`config.mk`:
```
export PLATFORM = sky130hd
export DESIGN_NAME = pgw_walker
export DESIGN_NICKNAME = d
export VERILOG_FILES = /design/src/hw/rtl/pgw_pkg.sv /design/src/hw/rtl/pgw_walker.sv
export SDC_FILE = /design/constraint.sdc
export NUM_CORES = 1
export LEC_CHECK = 0
export BUFFER_PORTS_ARGS = -buffer_cell sky130_fd_sc_hd__buf_2
export CAP_MARGIN = 40
export CELL_PAD_IN_SITES_DETAIL_PLACEMENT = 1
export CELL_PAD_IN_SITES_GLOBAL_PLACEMENT = 2
export CORE_MARGIN = 3
export CORE_UTILIZATION = 24
export DETAILED_ROUTE_END_ITERATION = 6
export PLACE_DENSITY_LB_ADDON = 0.1
export SLEW_MARGIN = 30
export SYNTH_ARGS = -nofsm -noshare
export SYNTH_HDL_FRONTEND = slang
export SYNTH_SLANG_ARGS = --single-unit
```
`constraint.sdc`:
```
create_clock -name clk -period 6.3 [get_ports clk]
set_clock_uncertainty 0.15 [all_clocks]
set_input_delay 0.945 -clock clk [delete_from_list [all_inputs] [get_ports clk]]
set_output_delay 0.945 -clock clk [all_outputs]
set_load 0.005 [all_outputs]
```
`src/hw/rtl/pgw_pkg.sv`:
```
// Shared types and constants for the stage-1 page table walker.
package pgw_pkg;

  localparam int TABLE_ENTRIES = 512;
  localparam int ENTRY_W       = 9;
  localparam int SLOT_W        = 8;
  localparam int CFG_DATA_W    = 36;
  localparam int CFG_INDEX_W   = 3;

  localparam logic [47:0] ADDR_BITS = 48'hFFFF_FFFF_F000;

  typedef enum logic {
    OP_WRITE     = 1'b0,
    OP_TRANSLATE = 1'b1
  } pgw_op_t;

  typedef enum logic [CFG_INDEX_W-1:0] {
    REG_ROOT_TABLE      = 3'd0,
    REG_TABLE_BASE_PAGE = 3'd1,
    REG_CONTEXT_KERNEL  = 3'd2,
    REG_DEVICE_ATTR     = 3'd3,
    REG_NONCACHED_ATTR  = 3'd4
  } pgw_reg_t;

  localparam logic [1:0] CACHE_WB     = 2'd0;
  localparam logic [1:0] CACHE_NC     = 2'd1;
  localparam logic [1:0] CACHE_DEVICE = 2'd2;

  typedef enum logic {
    ST_IDLE,
    ST_WALK
  } pgw_state_t;

  typedef struct packed {
    logic        op;
    logic [63:0] virt_addr;
    logic [12:0] word_index;
    logic [63:0] word_data;
  } pgw_req_t;

  typedef struct packed {
    logic        hit;
    logic        bad_table;
    logic [47:0] phys_addr;
    logic        can_write;
    logic        can_exec;
    logic        is_user;
    logic [1:0]  cache_mode;
    logic [1:0]  size_level;
  } pgw_rsp_t;

  typedef struct packed {
    logic [3:0]  root_table;
    logic [35:0] table_base_page;
    logic        context_is_kernel;
    logic [2:0]  device_attr_index;
    logic [2:0]  noncached_attr_index;
  } pgw_cfg_t;

  // Table index bits of the VA for a given level (3 is the root).
  function automatic logic [ENTRY_W-1:0] va_index(input logic [47:0] va,
                                                  input logic [1:0] lvl);
    logic [ENTRY_W-1:0] idx;
    case (lvl)
      2'd0:    idx = va[20:12];
      2'd1:    idx = va[29:21];
      2'd2:    idx = va[38:30];
      default: idx = va[47:39];
    endcase
    return idx;
  endfunction

  // Page offset mask of a leaf at a given level.
  function automatic logic [47:0] offset_mask(input logic [1:0] lvl);
    logic [47:0] m;
    case (lvl)
      2'd0:    m = 48'h0000_0000_0FFF;
      2'd1:    m = 48'h0000_001F_FFFF;
      2'd2:    m = 48'h0000_3FFF_FFFF;
      default: m = 48'h007F_FFFF_FFFF;
    endcase
    return m;
  endfunction

endpackage

```
`src/hw/rtl/pgw_walker.sv`:
```
// Walk sequencer: descriptor writes, level-by-level table reads and leaf decode.
module pgw_walker import pgw_pkg::*; #(
  parameter int NUM_TABLES = 16,
  parameter int AW         = 13
) (
  input  logic          clk,
  input  logic          rst,
  input  pgw_cfg_t      cfg,
  input  logic          start,
  input  pgw_req_t      request,
  input  logic          clearing,
  output logic          busy,
  output logic          done,
  output pgw_rsp_t      result,
  output logic          mem_wr_en,
  output logic [AW-1:0] mem_wr_addr,
  output logic [63:0]   mem_wr_data,
  output logic          mem_rd_en,
  output logic [AW-1:0] mem_rd_addr,
  input  logic [63:0]   mem_rd_data
);

  localparam logic [31:0] STORE_WORDS = 32'(NUM_TABLES * TABLE_ENTRIES);
  localparam logic [31:0] NUM_SLOTS   = 32'(NUM_TABLES);

  pgw_state_t  state, state_next;
  logic [1:0]  lvl, lvl_next;
  logic [47:0] va;
  logic        done_next;
  pgw_rsp_t    result_next;

  logic        accept;
  logic [63:0] e;
  logic        leaf;
  logic [36:0] slot_diff;
  logic        slot_ok;
  logic [2:0]  attr;
  logic [47:0] mask;
  logic [1:0]  lvl_down;

  assign accept = start && !clearing && (state == ST_IDLE);
  assign busy   = clearing || (state != ST_IDLE);
  assign e      = mem_rd_data;
  assign leaf   = (lvl == 2'd0) || !e[1];
  assign attr   = e[4:2];
  assign mask   = offset_mask(lvl);
  assign lvl_down = lvl - 2'd1;

  // Next-table page relative to the store base; must land on a slot we hold.
  assign slot_diff = {1'b0, e[47:12]} - {1'b0, cfg.table_base_page};
  assign slot_ok   = !slot_diff[36] && ({28'd0, slot_diff[35:0]} < {32'd0, NUM_SLOTS});

  always_ff @(posedge clk) begin
    if (rst) begin
      state <= ST_IDLE;
      done  <= 1'b0;
    end else begin
      state <= state_next;
      done  <= done_next;
    end
  end

  always_ff @(posedge clk) begin
    lvl    <= lvl_next;
    result <= result_next;
    if (accept) begin
      va <= request.virt_addr[47:0];
    end
  end

  always_comb begin
    state_next  = state;
    lvl_next    = lvl;
    done_next   = 1'b0;
    result_next = '0;
    mem_wr_en   = 1'b0;
    mem_wr_addr = AW'(request.word_index);
    mem_wr_data = request.word_data;
    mem_rd_en   = 1'b0;
    mem_rd_addr = AW'({SLOT_W'(cfg.root_table), va_index(request.virt_addr[47:0], 2'd3)});

    case (state)
      ST_IDLE: begin
        if (accept) begin
          if (request.op == OP_WRITE) begin
            mem_wr_en = {19'd0, request.word_index} < STORE_WORDS;
            done_next = 1'b1;
          end else if (request.virt_addr[55] != cfg.context_is_kernel) begin
            done_next = 1'b1;
          end else if ({28'd0, cfg.root_table} >= NUM_SLOTS) begin
            done_next             = 1'b1;
            result_next.bad_table = 1'b1;
          end else begin
            mem_rd_en  = 1'b1;
            lvl_next   = 2'd3;
            state_next = ST_WALK;
          end
        end
      end
      ST_WALK: begin
        if (!e[0]) begin
          done_next  = 1'b1;
          state_next = ST_IDLE;
        end else if (leaf) begin
          done_next              = 1'b1;
          state_next             = ST_IDLE;
          result_next.hit        = 1'b1;
          result_next.phys_addr  = (e[47:0] & ADDR_BITS & ~mask) | (va & mask);
          result_next.can_write  = !e[7];
          result_next.can_exec   = e[6] ? !e[54] : !e[53];
          result_next.is_user    = e[6];
          result_next.size_level = lvl;
          if (attr == cfg.device_attr_index) begin
            result_next.cache_mode = CACHE_DEVICE;
          end else if (attr == cfg.noncached_attr_index) begin
            result_next.cache_mode = CACHE_NC;
          end else begin
            result_next.cache_mode = CACHE_WB;
          end
        end else if (!slot_ok) begin
          done_next             = 1'b1;
          state_next            = ST_IDLE;
          result_next.bad_table = 1'b1;
        end else begin
          mem_rd_en   = 1'b1;
          mem_rd_addr = AW'({slot_diff[SLOT_W-1:0], va_index(va, lvl_down)});
          lvl_next    = lvl_down;
        end
      end
      default: begin
        state_next = ST_IDLE;
      end
    endcase
  end

endmodule

```
[After elaboration in Yosys (flattened, before gate mapping)]
Cells that the tools add are included.
Storage, ports and cells
  register bits: 109
  latch bits: 0
  RAM bits: 0
  ROM bits: 0
  bits of input ports: 257
  output and inout port bits: 151
  logic and storage cells: 88
  memories kept: 0
Operators by class
  add/sub/neg operators: 2
  multiply operators: 0
  div/mod/pow operators: 0
  magnitude comparators: 1
  equal/unequal tests: 13
  shift operators: 0
  muxes and demuxes: 34
  bitwise logic cells: 7
  reduce and logical (&&, ||, !) cells: 18
Operator list (count)
  $pmux 39 s3: 1
  $and 48x48->48: 2
  $mux 13: 4
  $not 48->48: 1
  $or 48x48->48: 1
  $sub 36x36->37: 1
  $lt 36x5->1 const B: 1
  $pmux 9 s3: 1
  $mux 1: 18
  $mux 2: 7
  $ne 2x2->1 const B: 5
  $eq 3x3->1: 2
  $logic_not 1->1: 6
  $reduce_and 6->1: 1
  $eq 2x1->1 const B: 2
  $eq 2x2->1 const B: 2
  $logic_not 2->1: 2
  $pmux 1 s2: 2
  $pmux 2 s2: 1
  $reduce_or 4->1: 1
  $logic_and 1x1->1: 3
  $not 1->1: 3
  $reduce_and 3->1: 1
  $reduce_or 3->1: 1
  other kinds (5): 6

[Depth between registers and ports, before layout]
  depth after elaboration: 7
  mapped depth: 13
  mapped depth without buffers: 12

[Worst setup path after synthesis]
OpenSTA, ideal clock, no wires.
  kind: input-to-output
  start point: in mem_rd_data[12]
  end point: out mem_rd_addr[0]
  arrival: 4.223 ns
  required time: 5.205 ns
  path slack: 0.982 ns
  stages: 13
  path buffers: 1
  cells stage by stage: inv_1 ha_1 fa_1 nand2b_1 a2111oi_4 a211oi_1 nand2_1 o2111ai_1 or4_1 or4_4 nor4_2 buf_4 mux2_1
Between the ends
  word-level cells in the longest chain between the ends: 7
  elaborated cells between the ends (all ways): 8
  those cells by class: add/sub (1); order compare (1); mux (4); reduce/logical (2)
Ends and longest elaborated chain
  from (decl): RTL line pgw_walker.sv:20  | input logic [63:0] mem_rd_data
  $sub 36x36->37 (*): RTL line pgw_walker.sv:50  | assign slot_diff = {1'b0, e[47:12]} - {1'b0, cfg.table_base_page};
  $lt 36x5->1 or $logic_not 1->1 (tied branches): RTL line pgw_walker.sv:51  | assign slot_ok = !slot_diff[36] && ({28'd0, slot_diff[35:0]} < {32'd0, NUM_SLOTS});
  $logic_and 1x1->1 (*): RTL line pgw_walker.sv:51
  $mux 13 (*): RTL line pgw_walker.sv:120  | end else if (!slot_ok) begin
  $mux 13 (*): RTL line pgw_walker.sv:104  | end else if (leaf) begin
  $mux 13 (*): RTL line pgw_walker.sv:101  | if (!e[0]) begin
  $mux 13 (*): RTL line pgw_walker.sv:82  | case (state)
  to (decl): RTL line pgw_walker.sv:19  | output logic [AW-1:0] mem_rd_addr,
Mark *: on every way between the ends. The rest lies on a longest branch, timed or not.

[Worst setup path in the final report]
  start point: in mem_rd_data[12]
  end point: out mem_rd_addr[4]
The elaborated chain is that of the path after synthesis.

==> run summary <==
Status = complete, no violations
Fin crit period = 6.06 ns
Worst Max-Slew Pin Slew = 0.789 ns
Net Sw Power = 542 uW
First-pass GRT wire length = 40900 um
Comb pwr share = 0.233
CP Capture Type = primary output
Drt first pass iters = 7
HPWL after detailed placement = 22300 um
Post-CTS sizing = 0
Ys async rst share = 0
CTS Sinks = 109
Hold bufs inserted after CTS = 0
YS warnings = 0
Final-report max-slew violation count = 0
Synth Area per Inst = 8.93 um^2
Crit Path Class = in2out
Power per cell area = 208 mW/mm^2
Routed WL per cell = 20.1 um
Lkg Pwr = 0.00377 uW
Internal cell power = 1220 uW
Skew-Pair Late Insertion Delay = 0.36 ns
CTS tree = done
I/O Buffers = 219
Worst IR drop on VDD = 0.115 mV
Largest net degree at the start of global routing = 49
Total Neg Setup Slack = 0 ns
Setup violations, final = 0
Worst-path clk slew = 0.07 ns
Worst Hold Class = reg2reg
CTS Buf Count = 9
Die W = 180 um
Vias in the first global route = 6709
Arrival time at the worst endpoint = 4.97 ns
Layout Nets = 1244
Yosys cell types = 77
RSZ-0062 raised after global routing = false
Final Hold Viols = 0
Multi-input logic area = 0.00361 mm^2
Cell family with most CP delay = simple AND/OR/NAND/NOR gates
Vias/cell = 4.74
Seq/Total Area, Yosys = 0.370
CP startpoint kind = input pin
Placement Setup Slack = 0.237 ns
RD Place Congestion = 0.823
Layout cells sized above 1 = 0.291
Slowest-stage cell, CP = or4_4
Req. time, crit path = 5.20 ns
Total Wirelength = 26800 um
DRC = 0
GRT Total Usage = 0.162
Synth Flop Type = dfxtp_1
Sequential standard cell area = 0.00268 mm^2
Mapped Cells = 811
Initial Util = 0.248
Fmax = 165 MHz
Sequential fraction of design power = 0.433
Crit-path max cell delay = 0.60 ns
Netlist area before placement = 0.00724 mm^2
DRT iter0 DRCs = 308
Core Util, Final = 0.291
Die Y = 180 um
Routed Antenna Nets = 0
Max_cap viols = 0
H-tree level count = 3
Critical path buffers and inverters = 4
Hold WS = 0.295 ns
Ports = 408
Initial antenna violation count = 7
CP Cell Sequence = buf_2 -> inv_1 -> ha_1 -> fa_1 -> nand2b_1 -> a21oi_1 -> o21ai_0 -> a32o_1 -> nor4_1 -> nand4_1 -> or4_4 -> nor4_2 -> buf_4 -> mux2_1 -> buf_2
Clock network fraction of design power = 0.333
DIE AREA = 0.0323 mm^2
Root Driver = clkbuf_16
Row cnt = 62
Maximum clock path buffer count = 2
Worst setup slack after layout = 0.237 ns
Slew Limit Headroom = 0.473
#FFs+latches synth = 109
Post-CTS Setup Bufs = 0
Switching Fraction = 0.307
Fin crit share = 0.962
Gr ovfl total = 0
Core area = 0.0292 mm^2
Fillcell total = 3494
Critical path fanouts, max = 11
Most used cell, CP = buf_2
Layout area overhead = 17.5%
Vias post-DR = 6319
EDFF count, synth = 50
Syn nets = 1111
==> area by class of cell <==
class / count / share of cell area
repair buffers: 235 / 0.144
flip-flops and latches: 109 / 0.315
diodes: 1 / 0.000294
clock buffers: 11 / 0.0299
inverters: 54 / 0.0238
clock inverters: 5 / 0.00574
multi-input cells: 535 / 0.424
well taps: 384 / 0.0565
==> Yosys cell counts (4+ instances only) <==
| library cell | instances | area [um^2] |
|---|---|---|
| nand2_1 | 74 | 278 |
| buf_1 | 4 | 15.0 |
| o21a_1 | 6 | 45.0 |
| ha_1 | 42 | 526 |
| inv_1 | 54 | 203 |
| dfxtp_1 | 59 | 1180 |
| nor3_1 | 12 | 60.1 |
| xnor2_1 | 9 | 78.8 |
| a211oi_1 | 7 | 52.6 |
| nor2_1 | 58 | 218 |
| buf_4 | 79 | 593 |
| a21oi_1 | 51 | 255 |
| nand4_1 | 18 | 113 |
| a222oi_1 | 9 | 90.1 |
| nand3_1 | 15 | 75.1 |
| nor4_1 | 6 | 37.5 |
| and2_1 | 28 | 175 |
| a21o_1 | 10 | 75.1 |
| edfxtp_1 | 50 | 1500 |
| buf_2 | 9 | 45.0 |
| a21boi_0 | 4 | 30.0 |
| xor2_1 | 9 | 78.8 |
| nand2b_1 | 5 | 31.3 |
| o211ai_1 | 7 | 52.6 |
| or3_1 | 7 | 43.8 |
| mux2_1 | 10 | 113 |
| o21ai_0 | 43 | 215 |
| nor2b_1 | 7 | 43.8 |
| a31oi_1 | 8 | 50.1 |
| mux2i_1 | 21 | 210 |
| clkbuf_1 | 19 | 71.3 |
==> sequential cells by signal, summed over array words and instances (netlist names) <==
signal	cells
done	1
result	57
va	48
state	1
lvl	2
==> through the flow <==
stage | instance area [um^2] | instances | total power [uW]
after floorplan | 7240 | 811 | 1070
after global placement | 8180 | 1316 | 1200
after detailed placement | 8200 | 1317 | 1200
after CTS | 8500 | 1333 | 1790
after global routing | 8500 | 1333 | 1870
final | 8500 | 1334 | 1770
==> cell usage in the layout, fill, tap and decap left out, types with 18 or more instances in the layout <==
| cell type | instances |
|---|---|
| dfxtp_1 | 59 |
| buf_2 | 219 |
| ha_1 | 42 |
| nand2_1 | 74 |
| a21oi_1 | 51 |
| nand4_1 | 18 |
| and2_1 | 28 |
| mux2i_1 | 21 |
| edfxtp_1 | 50 |
| inv_1 | 53 |
| o21ai_0 | 43 |
| nor2_1 | 58 |
==> path summary, 6_finish.rpt <==
kind                                 startpoint  slack, ns              to  depth (start not counted)
worst max-delay path            mem_rd_data[12]       0.24  mem_rd_addr[4]                         15
worst min-delay path                      va[3]       0.29      result[10]                          1
worst max register to register           lvl[0]       3.33       result[2]                          8
worst min register to register            va[3]       0.29      result[10]                          1
==> per-layer routing <==
metal  share of wire  wire [um]  vias up  GRT usage
li1                -          -     3089          -
met1            0.47      12500     2961      0.217
met2            0.44      11900      217      0.256
met3           0.077       2070       40     0.0590
met4          0.0075        200       12     0.0244
met5          0.0031         82        -          0
==> cells by family (layout without fill, tap and decap cells) <==
group / count (synthesis) / after routing / synth area share
and+or+nand+nor: 252 / 252 / 0.173
AOI/OAI and AO/OA: 189 / 189 / 0.180
buffers and inverters: 167 / 305 / 0.131
DFF: 109 / 109 / 0.370
adders and majority gates: 43 / 43 / 0.0753
muxes: 33 / 33 / 0.0477
xor gates and xnor gates: 18 / 18 / 0.0218
other: 0 / 1 / 0
==> worst register-to-register path: stages, from the launching register on <==
cell	delay, ns
edfxtp_1	0.48
inv_1	0.18
ha_1	0.16
buf_4	0.31
nor2b_1	0.12
or2_2	0.60
inv_1	0.59
nand3_1	0.17
nor3_1	0.15
==> power groups by stage <==
stage	combinational [uW]	clock (uW)	sequential [uW]
final	412	588	765
after global routing	463	636	767
after CTS	418	607	765
after detailed placement	416	0	782
after global placement	418	0	781
after floorplan	292	0	778
Note: power is estimated with default switching activity, not from simulation.
